[src/tbbeq_pkg.sv]
// shared constants, types and codes of the three-band equalizer
`default_nettype none

package tbbeq_pkg;

  localparam int SAMPLE_WIDTH_DEF    = 24;
  localparam int COEFF_WIDTH_DEF     = 20;
  localparam int COEFF_FRAC_BITS_DEF = 16;

  localparam int NUM_SECTIONS = 3;
  localparam int NUM_TAPS     = 5;
  localparam int NUM_REGS     = 2 * NUM_SECTIONS;
  localparam int REG_IDX_W    = 3;
  localparam int ACC_WIDTH    = 64;
  localparam int SEC_W        = $clog2(NUM_SECTIONS);
  localparam int STEP_W       = $clog2(NUM_TAPS + 1);

  // multiply-accumulate tap order within one section
  typedef enum logic [2:0] {
    TAP_B0,
    TAP_B1,
    TAP_B2,
    TAP_A1,
    TAP_A2
  } tap_e;

  typedef enum logic [1:0] {
    ST_IDLE,
    ST_MAC,
    ST_ROUND,
    ST_OUT
  } state_e;

  // sequencer to datapath control
  typedef struct packed {
    logic load;
    logic issue;
    tap_e tap;
    logic acc_en;
    logic round;
  } mac_ctrl_t;

endpackage

`default_nettype wire

[src/tbbeq_if.sv]
// valid/ready stream interfaces for input and result items
`default_nettype none

interface tbbeq_in_if
  import tbbeq_pkg::*;
#(
  parameter int SAMPLE_WIDTH = SAMPLE_WIDTH_DEF
) ();
  logic                           valid;
  logic                           ready;
  logic signed [SAMPLE_WIDTH-1:0] in_sample;

  modport source (output valid, output in_sample, input ready);
  modport sink   (input valid, input in_sample, output ready);
endinterface

interface tbbeq_out_if
  import tbbeq_pkg::*;
#(
  parameter int SAMPLE_WIDTH = SAMPLE_WIDTH_DEF
) ();
  logic                           valid;
  logic                           ready;
  logic signed [SAMPLE_WIDTH-1:0] out_sample;

  modport source (output valid, output out_sample, input ready);
  modport sink   (input valid, input out_sample, output ready);
endinterface

`default_nettype wire

[src/tbbeq_ring.sv]
// coefficient registers and sample history, rotated so section in use sits at slot 0
`default_nettype none

module tbbeq_ring
  import tbbeq_pkg::*;
#(
  parameter int SAMPLE_WIDTH    = SAMPLE_WIDTH_DEF,
  parameter int COEFF_WIDTH     = COEFF_WIDTH_DEF,
  parameter int COEFF_FRAC_BITS = COEFF_FRAC_BITS_DEF
) (
  input  logic                           clk_i,
  input  logic                           rst_ni,
  input  logic                           cfg_we_i,
  input  logic [REG_IDX_W-1:0]           cfg_idx_i,
  input  logic [3*COEFF_WIDTH-1:0]       cfg_data_i,
  input  mac_ctrl_t                      ctrl_i,
  input  logic signed [SAMPLE_WIDTH-1:0] sec_in_i,
  input  logic signed [SAMPLE_WIDTH-1:0] sec_out_i,
  output logic signed [COEFF_WIDTH-1:0]  b0_o,
  output logic signed [COEFF_WIDTH-1:0]  b1_o,
  output logic signed [COEFF_WIDTH-1:0]  b2_o,
  output logic signed [COEFF_WIDTH-1:0]  a1_o,
  output logic signed [COEFF_WIDTH-1:0]  a2_o,
  output logic signed [SAMPLE_WIDTH-1:0] x1_o,
  output logic signed [SAMPLE_WIDTH-1:0] x2_o,
  output logic signed [SAMPLE_WIDTH-1:0] y1_o,
  output logic signed [SAMPLE_WIDTH-1:0] y2_o
);

  localparam int FF_W    = 3 * COEFF_WIDTH;
  localparam int FB_W    = 2 * COEFF_WIDTH;
  localparam int FF_KEEP = (FF_W > ACC_WIDTH) ? ACC_WIDTH : FF_W;
  // bits past the 64-bit register boundary always read as zero
  localparam logic [FF_W-1:0] FF_MASK = {FF_W{1'b1}} >> (FF_W - FF_KEEP);
  localparam logic [COEFF_WIDTH-1:0] COEFF_ONE =
    COEFF_WIDTH'(64'd1 << COEFF_FRAC_BITS);

  logic [FF_W-1:0] ff_q [NUM_SECTIONS];
  logic [FB_W-1:0] fb_q [NUM_SECTIONS];
  logic signed [SAMPLE_WIDTH-1:0] x1_q [NUM_SECTIONS];
  logic signed [SAMPLE_WIDTH-1:0] x2_q [NUM_SECTIONS];
  logic signed [SAMPLE_WIDTH-1:0] y1_q [NUM_SECTIONS];
  logic signed [SAMPLE_WIDTH-1:0] y2_q [NUM_SECTIONS];

  logic             cfg_hit;
  logic [SEC_W-1:0] cfg_slot;

  assign cfg_hit  = cfg_we_i && (cfg_idx_i < REG_IDX_W'(NUM_REGS));
  assign cfg_slot = cfg_idx_i[SEC_W:1];

  always_ff @(posedge clk_i or negedge rst_ni) begin
    if (!rst_ni) begin
      for (int i = 0; i < NUM_SECTIONS; i++) begin
        ff_q[i] <= FF_W'(COEFF_ONE);
        fb_q[i] <= '0;
        x1_q[i] <= '0;
        x2_q[i] <= '0;
        y1_q[i] <= '0;
        y2_q[i] <= '0;
      end
    end else if (cfg_hit) begin
      if (cfg_idx_i[0]) begin
        fb_q[cfg_slot] <= cfg_data_i[FB_W-1:0];
      end else begin
        ff_q[cfg_slot] <= cfg_data_i & FF_MASK;
      end
    end else if (ctrl_i.round) begin
      // rotate by one section, finished section goes to the back
      for (int i = 0; i < NUM_SECTIONS - 1; i++) begin
        ff_q[i] <= ff_q[i+1];
        fb_q[i] <= fb_q[i+1];
        x1_q[i] <= x1_q[i+1];
        x2_q[i] <= x2_q[i+1];
        y1_q[i] <= y1_q[i+1];
        y2_q[i] <= y2_q[i+1];
      end
      ff_q[NUM_SECTIONS-1] <= ff_q[0];
      fb_q[NUM_SECTIONS-1] <= fb_q[0];
      x1_q[NUM_SECTIONS-1] <= sec_in_i;
      x2_q[NUM_SECTIONS-1] <= x1_q[0];
      y1_q[NUM_SECTIONS-1] <= sec_out_i;
      y2_q[NUM_SECTIONS-1] <= y1_q[0];
    end
  end

  assign b0_o = ff_q[0][COEFF_WIDTH-1:0];
  assign b1_o = ff_q[0][2*COEFF_WIDTH-1:COEFF_WIDTH];
  assign b2_o = ff_q[0][3*COEFF_WIDTH-1:2*COEFF_WIDTH];
  assign a1_o = fb_q[0][COEFF_WIDTH-1:0];
  assign a2_o = fb_q[0][2*COEFF_WIDTH-1:COEFF_WIDTH];
  assign x1_o = x1_q[0];
  assign x2_o = x2_q[0];
  assign y1_o = y1_q[0];
  assign y2_o = y2_q[0];

endmodule

`default_nettype wire

[src/tbbeq_mac.sv]
// shared multiply-accumulate unit with round and saturate
`default_nettype none

module tbbeq_mac
  import tbbeq_pkg::*;
#(
  parameter int SAMPLE_WIDTH    = SAMPLE_WIDTH_DEF,
  parameter int COEFF_WIDTH     = COEFF_WIDTH_DEF,
  parameter int COEFF_FRAC_BITS = COEFF_FRAC_BITS_DEF
) (
  input  logic                           clk_i,
  input  mac_ctrl_t                      ctrl_i,
  input  logic signed [SAMPLE_WIDTH-1:0] in_sample_i,
  input  logic signed [COEFF_WIDTH-1:0]  b0_i,
  input  logic signed [COEFF_WIDTH-1:0]  b1_i,
  input  logic signed [COEFF_WIDTH-1:0]  b2_i,
  input  logic signed [COEFF_WIDTH-1:0]  a1_i,
  input  logic signed [COEFF_WIDTH-1:0]  a2_i,
  input  logic signed [SAMPLE_WIDTH-1:0] x1_i,
  input  logic signed [SAMPLE_WIDTH-1:0] x2_i,
  input  logic signed [SAMPLE_WIDTH-1:0] y1_i,
  input  logic signed [SAMPLE_WIDTH-1:0] y2_i,
  output logic signed [SAMPLE_WIDTH-1:0] sec_in_o,
  output logic signed [SAMPLE_WIDTH-1:0] sec_out_o
);

  localparam int PROD_W = COEFF_WIDTH + SAMPLE_WIDTH;
  localparam logic signed [ACC_WIDTH-1:0] SAT_HI =
    (ACC_WIDTH'(1) <<< (SAMPLE_WIDTH - 1)) - ACC_WIDTH'(1);
  localparam logic signed [ACC_WIDTH-1:0] SAT_LO = -SAT_HI - ACC_WIDTH'(1);
  localparam logic signed [ACC_WIDTH-1:0] RND_HALF =
    ACC_WIDTH'(1) <<< (COEFF_FRAC_BITS - 1);

  logic signed [SAMPLE_WIDTH-1:0] x_q;
  logic signed [ACC_WIDTH-1:0]    acc_q, acc_d;
  logic signed [ACC_WIDTH-1:0]    prod_q;
  logic                           sub_q;

  logic signed [COEFF_WIDTH-1:0]  coef;
  logic signed [SAMPLE_WIDTH-1:0] opnd;
  logic                           sel_sub;
  logic signed [PROD_W-1:0]       prod;
  logic signed [ACC_WIDTH-1:0]    rnd, shifted;
  logic signed [SAMPLE_WIDTH-1:0] y_sat;

  // operand select for the tap being issued
  always_comb begin
    case (ctrl_i.tap)
      TAP_B0: begin coef = b0_i; opnd = x_q;  sel_sub = 1'b0; end
      TAP_B1: begin coef = b1_i; opnd = x1_i; sel_sub = 1'b0; end
      TAP_B2: begin coef = b2_i; opnd = x2_i; sel_sub = 1'b0; end
      TAP_A1: begin coef = a1_i; opnd = y1_i; sel_sub = 1'b1; end
      TAP_A2: begin coef = a2_i; opnd = y2_i; sel_sub = 1'b1; end
      default: begin coef = '0; opnd = '0; sel_sub = 1'b0; end
    endcase
  end

  assign prod  = coef * opnd;
  assign acc_d = sub_q ? (acc_q - prod_q) : (acc_q + prod_q);

  // round half up, then clamp to the sample range
  always_comb begin
    rnd     = acc_q + RND_HALF;
    shifted = rnd >>> COEFF_FRAC_BITS;
    if (shifted > SAT_HI) begin
      y_sat = SAMPLE_WIDTH'(SAT_HI);
    end else if (shifted < SAT_LO) begin
      y_sat = SAMPLE_WIDTH'(SAT_LO);
    end else begin
      y_sat = SAMPLE_WIDTH'(shifted);
    end
  end

  always_ff @(posedge clk_i) begin
    if (ctrl_i.issue) begin
      prod_q <= ACC_WIDTH'(prod);
      sub_q  <= sel_sub;
    end
    if (ctrl_i.load || ctrl_i.round) begin
      acc_q <= '0;
    end else if (ctrl_i.acc_en) begin
      acc_q <= acc_d;
    end
    if (ctrl_i.load) begin
      x_q <= in_sample_i;
    end else if (ctrl_i.round) begin
      x_q <= y_sat;
    end
  end

  assign sec_in_o  = x_q;
  assign sec_out_o = y_sat;

endmodule

`default_nettype wire

[src/tbbeq_ctrl.sv]
// sequencer stepping the shared unit through taps and sections
`default_nettype none

module tbbeq_ctrl
  import tbbeq_pkg::*;
(
  input  logic      clk_i,
  input  logic      rst_ni,
  input  logic      in_valid_i,
  output logic      in_ready_o,
  output logic      out_valid_o,
  input  logic      out_ready_i,
  output mac_ctrl_t ctrl_o
);

  localparam logic [STEP_W-1:0] LAST_STEP = STEP_W'(NUM_TAPS);
  localparam logic [SEC_W-1:0]  LAST_SEC  = SEC_W'(NUM_SECTIONS - 1);

  state_e              state_q, state_d;
  logic [STEP_W-1:0]   step_q, step_d;
  logic [SEC_W-1:0]    sec_q, sec_d;

  always_ff @(posedge clk_i or negedge rst_ni) begin
    if (!rst_ni) begin
      state_q <= ST_IDLE;
      step_q  <= '0;
      sec_q   <= '0;
    end else begin
      state_q <= state_d;
      step_q  <= step_d;
      sec_q   <= sec_d;
    end
  end

  always_comb begin
    state_d     = state_q;
    step_d      = step_q;
    sec_d       = sec_q;
    in_ready_o  = 1'b0;
    out_valid_o = 1'b0;
    ctrl_o      = '{load: 1'b0, issue: 1'b0, tap: TAP_B0, acc_en: 1'b0, round: 1'b0};
    case (state_q)
      ST_IDLE: begin
        in_ready_o = 1'b1;
        if (in_valid_i) begin
          ctrl_o.load = 1'b1;
          step_d      = '0;
          sec_d       = '0;
          state_d     = ST_MAC;
        end
      end
      ST_MAC: begin
        // accumulate takes each product in the cycle after its issue, through the product register
        ctrl_o.issue  = (step_q != LAST_STEP);
        ctrl_o.tap    = tap_e'(step_q);
        ctrl_o.acc_en = (step_q != '0);
        step_d        = step_q + STEP_W'(1);
        if (step_q == LAST_STEP) begin
          step_d  = '0;
          state_d = ST_ROUND;
        end
      end
      ST_ROUND: begin
        ctrl_o.round = 1'b1;
        if (sec_q == LAST_SEC) begin
          sec_d   = '0;
          state_d = ST_OUT;
        end else begin
          sec_d   = sec_q + SEC_W'(1);
          state_d = ST_MAC;
        end
      end
      ST_OUT: begin
        out_valid_o = 1'b1;
        if (out_ready_i) begin
          state_d = ST_IDLE;
        end
      end
      default: begin
        state_d = ST_IDLE;
      end
    endcase
  end

endmodule

`default_nettype wire

[src/three_band_biquad_equalizer.sv]
// top level of the three-band cascaded biquad equalizer
// one item in flight: the input closes once an item is taken and reopens after the
//   result is taken; the single shared multiplier does 5 taps plus a drain step and
//   a round step per section, over 3 sections, between the idle and out states
// reset: rst_ni asynchronous active low clears history, sequencer and coefficients
//   (b0 = 1.0, all others 0); no clearing pass, ready right after reset
`default_nettype none

module three_band_biquad_equalizer
  import tbbeq_pkg::*;
#(
  parameter int SAMPLE_WIDTH    = SAMPLE_WIDTH_DEF,
  parameter int COEFF_WIDTH     = COEFF_WIDTH_DEF,
  parameter int COEFF_FRAC_BITS = COEFF_FRAC_BITS_DEF
) (
  input  logic                     clk_i,
  input  logic                     rst_ni,
  tbbeq_in_if.sink                 in_i,
  tbbeq_out_if.source              out_o,
  input  logic                     cfg_we_i,
  input  logic [REG_IDX_W-1:0]     cfg_idx_i,
  input  logic [3*COEFF_WIDTH-1:0] cfg_data_i
);

  // control from the sequencer to the datapath and ring
  mac_ctrl_t ctrl;

  // coefficients and history of the section now being computed
  logic signed [COEFF_WIDTH-1:0]  b0, b1, b2, a1, a2;
  logic signed [SAMPLE_WIDTH-1:0] x1, x2, y1, y2;

  // section input (also final result after the last section) and rounded output
  logic signed [SAMPLE_WIDTH-1:0] sec_in, sec_out;

  // sequencer: idle -> 3 sections of (5 taps plus drain, then round) -> hold result until taken
  tbbeq_ctrl u_ctrl (
    .clk_i       (clk_i),
    .rst_ni      (rst_ni),
    .in_valid_i  (in_i.valid),
    .in_ready_o  (in_i.ready),
    .out_valid_o (out_o.valid),
    .out_ready_i (out_o.ready),
    .ctrl_o      (ctrl)
  );

  // coefficient registers and history; rotates one section per round cycle,
  // three rotations per item bring it back to register order for config writes
  tbbeq_ring #(
    .SAMPLE_WIDTH    (SAMPLE_WIDTH),
    .COEFF_WIDTH     (COEFF_WIDTH),
    .COEFF_FRAC_BITS (COEFF_FRAC_BITS)
  ) u_ring (
    .clk_i      (clk_i),
    .rst_ni     (rst_ni),
    .cfg_we_i   (cfg_we_i),
    .cfg_idx_i  (cfg_idx_i),
    .cfg_data_i (cfg_data_i),
    .ctrl_i     (ctrl),
    .sec_in_i   (sec_in),
    .sec_out_i  (sec_out),
    .b0_o       (b0),
    .b1_o       (b1),
    .b2_o       (b2),
    .a1_o       (a1),
    .a2_o       (a2),
    .x1_o       (x1),
    .x2_o       (x2),
    .y1_o       (y1),
    .y2_o       (y2)
  );

  // single multiplier with a 64-bit wrapping accumulator
  tbbeq_mac #(
    .SAMPLE_WIDTH    (SAMPLE_WIDTH),
    .COEFF_WIDTH     (COEFF_WIDTH),
    .COEFF_FRAC_BITS (COEFF_FRAC_BITS)
  ) u_mac (
    .clk_i       (clk_i),
    .ctrl_i      (ctrl),
    .in_sample_i (in_i.in_sample),
    .b0_i        (b0),
    .b1_i        (b1),
    .b2_i        (b2),
    .a1_i        (a1),
    .a2_i        (a2),
    .x1_i        (x1),
    .x2_i        (x2),
    .y1_i        (y1),
    .y2_i        (y2),
    .sec_in_o    (sec_in),
    .sec_out_o   (sec_out)
  );

  // after the last round the section-input register holds the result item
  assign out_o.out_sample = sec_in;

endmodule

`default_nettype wire

[src/flat_wrapper.sv]
// flat-port wrapper written by rule: the top's interface ports become plain ports
module three_band_biquad_equalizer_flat import tbbeq_pkg::*;
#(
  parameter int SAMPLE_WIDTH    = SAMPLE_WIDTH_DEF,
  parameter int COEFF_WIDTH     = COEFF_WIDTH_DEF,
  parameter int COEFF_FRAC_BITS = COEFF_FRAC_BITS_DEF
)
  (clk_i, rst_ni, cfg_we_i, cfg_idx_i, cfg_data_i, in_i_valid, in_i_in_sample, in_i_ready, out_o_valid, out_o_out_sample, out_o_ready);
  tbbeq_in_if #(.SAMPLE_WIDTH(SAMPLE_WIDTH)) in_i_i ();
  tbbeq_out_if #(.SAMPLE_WIDTH(SAMPLE_WIDTH)) out_o_i ();
  input  logic clk_i;
  input  logic rst_ni;
  input  logic cfg_we_i;
  input  logic [REG_IDX_W-1:0] cfg_idx_i;
  input  logic [3*COEFF_WIDTH-1:0] cfg_data_i;
  input wire logic [$bits(in_i_i.valid)-1:0] in_i_valid;
  input wire logic [$bits(in_i_i.in_sample)-1:0] in_i_in_sample;
  output wire logic [$bits(in_i_i.ready)-1:0] in_i_ready;
  output wire logic [$bits(out_o_i.valid)-1:0] out_o_valid;
  output wire logic [$bits(out_o_i.out_sample)-1:0] out_o_out_sample;
  input wire logic [$bits(out_o_i.ready)-1:0] out_o_ready;
  assign in_i_i.valid = in_i_valid;
  assign in_i_i.in_sample = in_i_in_sample;
  assign in_i_ready = in_i_i.ready;
  assign out_o_valid = out_o_i.valid;
  assign out_o_out_sample = out_o_i.out_sample;
  assign out_o_i.ready = out_o_ready;
  three_band_biquad_equalizer #(.SAMPLE_WIDTH(SAMPLE_WIDTH), .COEFF_WIDTH(COEFF_WIDTH), .COEFF_FRAC_BITS(COEFF_FRAC_BITS)) u_core (.clk_i(clk_i), .rst_ni(rst_ni), .in_i(in_i_i), .out_o(out_o_i), .cfg_we_i(cfg_we_i), .cfg_idx_i(cfg_idx_i), .cfg_data_i(cfg_data_i));
endmodule
[config.mk]
export PLATFORM = sky130hd
export DESIGN_NAME = three_band_biquad_equalizer_flat
export DESIGN_NICKNAME = d
export VERILOG_FILES = /design/src/tbbeq_pkg.sv /design/src/tbbeq_if.sv /design/src/tbbeq_ring.sv /design/src/tbbeq_mac.sv /design/src/tbbeq_ctrl.sv /design/src/three_band_biquad_equalizer.sv /design/src/flat_wrapper.sv
export SDC_FILE = /design/constraint.sdc
export NUM_CORES = 2
export LEC_CHECK = 0
export BUFFER_PORTS_ARGS = -buffer_cell sky130_fd_sc_hd__buf_2
export CORE_MARGIN = 2
export CORE_UTILIZATION = 55
export DETAILED_ROUTE_END_ITERATION = 6
export GPL_TIMING_DRIVEN = 0
export PLACE_DENSITY_LB_ADDON = 0.08
export SLEW_MARGIN = 0
export SYNTH_ARGS = -nofsm -noshare
export SYNTH_HDL_FRONTEND = slang
export SYNTH_SLANG_ARGS = --single-unit
[constraint.sdc]
create_clock -name clk_i -period 16.9 [get_ports clk_i]
set_clock_uncertainty 0.05 [all_clocks]
set_input_delay 1.69 -clock clk_i [delete_from_list [all_inputs] [get_ports clk_i]]
set_output_delay 1.69 -clock clk_i [all_outputs]
set_load 0.05 [all_outputs]
# Yosys cells after proc, flatten, opt, wreduce, memory -nomap -nowiden
# Cells that the tools add are included.
classes:
  addsub: 5
  multipliers: 1
  order_cmp: 5
  n_eq_ne: 15
  mux: 37
  bitwise: 2
  reduce_logical: 17
op_table:
  columns: ["op", "n"]
  rows:
  - ["$mux 180", 3]
  - ["$mux 120", 3]
  - ["$bwmux 180", 1]
  - ["$bwmux 120", 1]
  - ["$demux 60 s2", 1]
  - ["$pmux 24 s5", 1]
  - ["$pmux 20 s5", 1]
  - ["$mux 24", 4]
  - ["$demux 40 s2", 1]
  - ["$add 64x17->64 const B", 1]
  - ["$add 64x44->64", 1]
  - ["$mux 64", 1]
  - ["$sub 64x44->64", 1]
  - ["$mux 60", 1]
  - ["$gt 48x24->1 const B", 1]
  - ["$lt 48x24->1 const B", 1]
  - ["$mul 20x24->44", 1]
  - ["$mux 40", 1]
  - ["$mux 2", 6]
  - ["$ne 2x2->1 const B", 5]
  - ["$reduce_and 2->1", 5]
  - ["$pmux 2 s4", 1]
  - ["$reduce_bool 2->1", 4]
  - ["$eq 2x2->1 const B", 3]
  - ["other kinds (24)", 33]
word_totals:
  reg_bits: 728

# Depth between registers and ports, before layout
logic_depth:
  word_depth: 8
  depth_mapped: 36

# Cells and area by module
# Synthesis repeated with hierarchy kept, for this count alone.
hier_totals:
  cells_unflattened: 5385
  area_unflattened_um2: 56810.7
by_module_without_submodules:
  columns: ["module", "n_inst", "cells_per_inst", "area_each_um2", "seq_area_each_um2"]
  rows:
  - ["tbbeq_mac", 1, 3523, 29932.5, 3353.2]
  - ["tbbeq_ring", 1, 1820, 26451.6, 14717.9]
  - ["tbbeq_ctrl", 1, 42, 426.7, 175.2]

# Worst setup path before layout
# No wires, ideal clock.
synth_path:
  path_kind: "flip-flop to flip-flop"
  startpoint: "reg u_core.u_ctrl.state_q[0]"
  endpoint: "reg, netlist name u_core.u_mac.prod_q[43]"
  setup_ns: 0.138
  arrival_ns: 8.919
  t_required_ns: 16.712
  setup_slack_ns: 7.793
  stages_incl_launch_ff: 34
  path_buffers: 4
  cell_sequence: "dfrtp_1 > clkbuf_1 > nand2_1 > nor4_1 > clkbuf_1 > clkbuf_1 > a22oi_1 > nand2_1 > clkbuf_1 > nand2_1 > fa_1 > inv_1 > fa_1 > inv_1 > fa_1 > inv_1 > fa_1 > inv_1 > fa_1 > fa_1 > inv_1 > fa_1 > ha_1 > a21o_1 > a21o_1 > a211o_1 > a21oi_1 > o31ai_1 > o211ai_1 > o211ai_1 > o311ai_1 > a31oi_1 > or4_1 > nand4_1"
synth_between:
  elab_chain_len: 5
  word_cells_on_any_way: 10
synth_rtl:
  columns: ["element", "line", "source"]
  rows:
  - ["from (decl)", "tbbeq_ctrl.sv:19", "state_e state_q, state_d;"]
  - ["from (signal assigned)", "tbbeq_ctrl.sv:29", "state_q <= state_d;"]
  - ["$eq 2x1->1 (*)", "tbbeq_ctrl.sv:42", "case (state_q)"]
  - ["$mux 5 (*)", "tbbeq_ctrl.sv:42", null]
  - ["$eq 3x3->1, or another cell as far along", "tbbeq_mac.sv:48", "case (ctrl_i.tap)"]
  - ["$pmux 20 s5 / $pmux 24 s5 (equally long branches)", "tbbeq_mac.sv:48", null]
  - ["$mul 20x24->44 (*)", "tbbeq_mac.sv:58", "assign prod = coef * opnd;"]
  - ["net u_core.u_mac.prod[43]", "tbbeq_mac.sv:42", "logic signed [PROD_W-1:0] prod;"]
# The timed path passes the listed nets; every way through them passes the cells marked *.
# A chain may end at the register's enable or synchronous reset.

# Worst setup path after layout
layout_path:
  startpoint: "reg u_core.u_ctrl.state_q[0]"
  endpoint: "reg u_core.u_mac.prod_q[42] (data pin)"
layout_between:
  elab_chain_len: 5
  word_cells_on_any_way: 10
layout_rtl:
  columns: ["element", "line", "source"]
  rows:
  - ["$eq 2x1->1 (*)", "tbbeq_ctrl.sv:42", null]
  - ["$mux 5 (*)", "tbbeq_ctrl.sv:42", null]
  - ["$eq 3x3->1, or another cell as far along", "tbbeq_mac.sv:48", null]
  - ["$pmux 20 s5 / $pmux 24 s5 (equally long branches)", "tbbeq_mac.sv:48", null]
  - ["$mul 20x24->44 (*)", "tbbeq_mac.sv:58", null]
  - ["net u_core.u_mac.prod[42]", "tbbeq_mac.sv:42", null]
  - ["to (signal assigned)", "tbbeq_mac.sv:76", "prod_q <= ACC_WIDTH'(prod);"]
  - ["to (decl)", "tbbeq_mac.sv:36", "logic signed [ACC_WIDTH-1:0] prod_q;"]
# Marked as above.

==> metrics.md <==
| Metric | Value |
|---|---|
| Effective utilization at floorplan | `0.553` |
| Startpoint of the most critical setup path | `u_core.u_ctrl.state_q[0]` |
| Area of placed instances | `56100 µm²` |
| First-pass GRT wire length | `between 200000 and 300000 µm` |
| Port bufs | `between 100 and 150` |
| Most common cell on crit path | `sky130_fd_sc_hd__fa_1` |
| Final Hold Violating Endpoints | `0` |
| Post-Route Setup TNS | `0 ns` |
| Slowest CP cell | `sky130_fd_sc_hd__o41ai_1` |
| Count of distinct cell types in the synthesized netlist | `82` |
| Unrepaired setup endpoints after global routing | `no` |
| Area growth syn-to-layout | `10.6%` |
| Depth of the CTS H-tree | `3` |
| Data arrival, critical path | `~13 ns` |
| Vias in the first global route | `approximately 45000` |
| Resized Gates After CTS | `0` |
| Via Count | `45900` |
| Sum of routed wire length over all layers | `approximately 180000 µm` |
| Worst-skew pair later-pin latency | `0.69 ns` |
| List of most frequent post-synthesis cells | `1491 x sky130_fd_sc_hd__nand2_1, 652 x sky130_fd_sc_hd__inv_1, 610 x sky130_fd_sc_hd__nor2_1` |
| First drt pass iteration count | `7` |
| Register clock-pin slew on the reported worst setup and hold paths | `0.06 ns` |
| Die width | `315 µm` |
| End of the worst register-to-register path | `u_core.u_mac.prod_q[42]` |
| Area of the placeable core | `~96000 µm²` |
| Post-route DRC violation count | `9` |
| Hold path depth | `2` |
| Boundary pin count | `118` |
| Main area contributors after synthesis | `sky130_fd_sc_hd__dfrtp_1 28%, sky130_fd_sc_hd__fa_1 19%, sky130_fd_sc_hd__nand2_1 11%` |
| Clk sinks | `around 730` |
| Antenna violations before repair | `2` |
| Sink of the worst hold path | `u_core.u_ring.y2_o[22]` |
| CP peak stage delay | `around 1.0 ns` |
| Count of final setup violators | `0` |
| Critical path type | `reg -> reg` |
| Number of synthesized flops with an enable pin | `69` |
| Number of nets in the layout | `7259` |
| Number of buffers added by the clock tree synthesis step | `81` |
| Register area share after synthesis | `0.342` |
| CTS tree | `yes` |
| GRT Total Usage | `0.359` |
| Tightest Pin Transition | `~1.2 ns` |
| Die area | `a little under 100000 µm²` |
| Maximum buffer depth of the clock tree | `3` |
| Biggest fanout along the worst timing path | `10` |
| Min-delay src | `u_core.u_ring.y2_q[46]` |
| Maximum number of pins on one net before global-route repair | `111` |
| Share of the synthesized area in the top cell type | `0.278` |
| Endpoint type of the worst setup path | `flip-flop` |
| Launching element type of the critical path | `flip-flop` |
| Grt ovf | `0` |
| Worst-case reg-to-reg path depth | `31` |
| Startpoint of the most critical register-to-register path | `u_core.u_ctrl.state_q[0]` |
| Max-cap check violation count | `0` |
| Post-synthesis sequential element count | `728` |
| Synthesized netlist cell count | `about 6300` |
| Cell area after layout | `59000 µm²` |
| Flip-flop cell with the highest count after synthesis | `sky130_fd_sc_hd__dfrtp_1` |
| Setup bufs post-CTS | `0` |
| Count of nets left with antenna violations after detail routing | `0` |
| Hold buffer count at cts | `0` |
| Crit path required time | `17.23 ns` |
| Number of slew-limit violations in the final report | `0` |
| Most common cell in the netlist | `sky130_fd_sc_hd__nand2_1` |
| Cell area after synthesis | `53300 µm²` |
| Worst min path class | `reg -> reg` |
| Share of synthesized registers carrying an async set or reset | `0.817` |
| Cell type with the highest aggregate area in the netlist | `sky130_fd_sc_hd__dfrtp_1` |
| Reg2Reg Setup Slack | `4.11 ns` |
| Worst slew margin relative to its limit | `0.181` |
| Violations in the final reports | `design-rule violations` |
| Fraction of layout cells with a size suffix above 1 | `0.0535` |
| Post-synthesis area per instance | `about 8.5 µm²` |
| Die Height | `315 µm` |
| Worst hold slack after final layout | `0.398 ns` |
| Routed len/inst | `22.5 µm` |
| Clock tree root driver cell | `sky130_fd_sc_hd__clkbuf_16` |
| Detailed-route vias per instance | `5.86` |
| Maximum achievable frequency | `between 70 and 80 MHz` |
| Status | `complete, but fails checks` |
| DRT iter0 DRCs | `4954` |
| Syn_nets | `~7000` |
| Estimated wirelength of the detail-placed design | `138000 µm` |
| Post-route minimum period | `about 13 ns` |
| Synthesis Warnings | `0` |
| Period utilization | `0.757` |
| Gp weighted congestion | `0.973` |
| Placement row count | `114` |
## critical path, delay by kind of cell, from the launching register on
family	cells	cell delay (ns)
and+or+nand+nor	6	2.01
DFF	1	0.32
adders and majority gates	8	4.00
buffers and inverters	9	3.03
AOI/OAI and AO/OA	7	2.47
xor gates and xnor gates	1	0.62
## layout make-up
class / instances / area [µm²]
fill: 8752 / 37500
clock inverter: 44 / 662
timing repair buffer: 153 / 1010
clock buffer: 107 / 2200
multi-input combinational: 4511 / 31400
sequential: 728 / 18200
antenna: 2 / 5.00
tap: 1276 / 1600
inverter: 655 / 2460
buffer: 364 / 1380
## per-layer routing
metal	track usage	up-vias	wire length, µm
li1	-	20800	-
met1	0.507	22600	74200
met2	0.542	2086	77400
met3	0.0763	415	16500
met4	0.147	2	8210
met5	0	-	13
## how the worst max path moves through the flow
| stage | endpoint | slack (ns) | depth (start not counted) |
|---|---|---|---|
| floorplan | u_core.u_mac.prod_q[43] | 7.79 | 33 |
| global placement | u_core.u_ring.ff_q[101] | 1.44 | 1 |
| detailed placement | u_core.u_mac.prod_q[42] | 4.70 | 31 |
| CTS | u_core.u_mac.prod_q[42] | 4.69 | 31 |
| global route | u_core.u_mac.prod_q[42] | 3.68 | 31 |
| finish | u_core.u_mac.prod_q[42] | 4.11 | 31 |
## flip-flops by register name, indices dropped and copies added (netlist names), 24 cells and up
signal and cells:
u_core.u_mac.acc_q 64, u_core.u_mac.sec_in_o 24, u_core.u_ring.fb_q 80, u_core.u_mac.prod_q 44, u_core.u_ring.ff_q 120, u_core.u_ring.x2_q 48
u_core.u_ring.y1_q 48, u_core.u_ring.x1_o 24, u_core.u_ring.y2_q 48, u_core.u_ring.y2_o 24, u_core.u_ring.x1_q 48, u_core.u_ring.y1_o 24
u_core.u_ring.x2_o 24
## logic make-up after synthesis
logic type / share of synthesized area
AOI/OAI and AO/OA: 0.144
xor gates and xnor gates: 0.0294
adders and majority gates: 0.227
buffers and inverters: 0.0721
DFF: 0.342
muxes: 0.00293
and+or+nand+nor: 0.182
## per-stage QoR
step	cells	util	setup WS, ns
final	7840	0.612	4.11
after global routing	7839	0.612	3.68
after CTS	7838	0.611	4.69
after detailed placement	7687	0.582	4.70
after global placement	7651	0.575	1.44
after floorplan	6258	-	7.79
## layout by cell type (no fill, tap or decap), drive strengths merged, types with 19 or more instances in the layout
| cell | count |
|---|---|
| nand2 | 1494 |
| inv | 655 |
| nor2 | 611 |
| a21oi | 605 |
| dfrtp | 592 |
| fa | 493 |
| clkbuf | 459 |
| o21ai | 226 |
| ha | 180 |
| buf | 165 |
| xnor2 | 135 |
| edfxtp | 69 |
| dfxtp | 64 |
| a32oi | 61 |
| nand3 | 54 |
| a21o | 51 |
| nor3 | 51 |
| xor2 | 44 |
| a22oi | 42 |
| o22a | 40 |
| nand4 | 34 |
| a221o | 33 |
| a221oi | 29 |
| nand2b | 28 |
| nor2b | 24 |
| clkinv | 24 |
| o21bai | 22 |
| a31oi | 21 |
| nor4 | 20 |
| and3 | 19 |
| and2 | 19 |
Power is not shown: default switching activity piles up to over one toggle a cycle in this logic, so the estimate is an artifact.
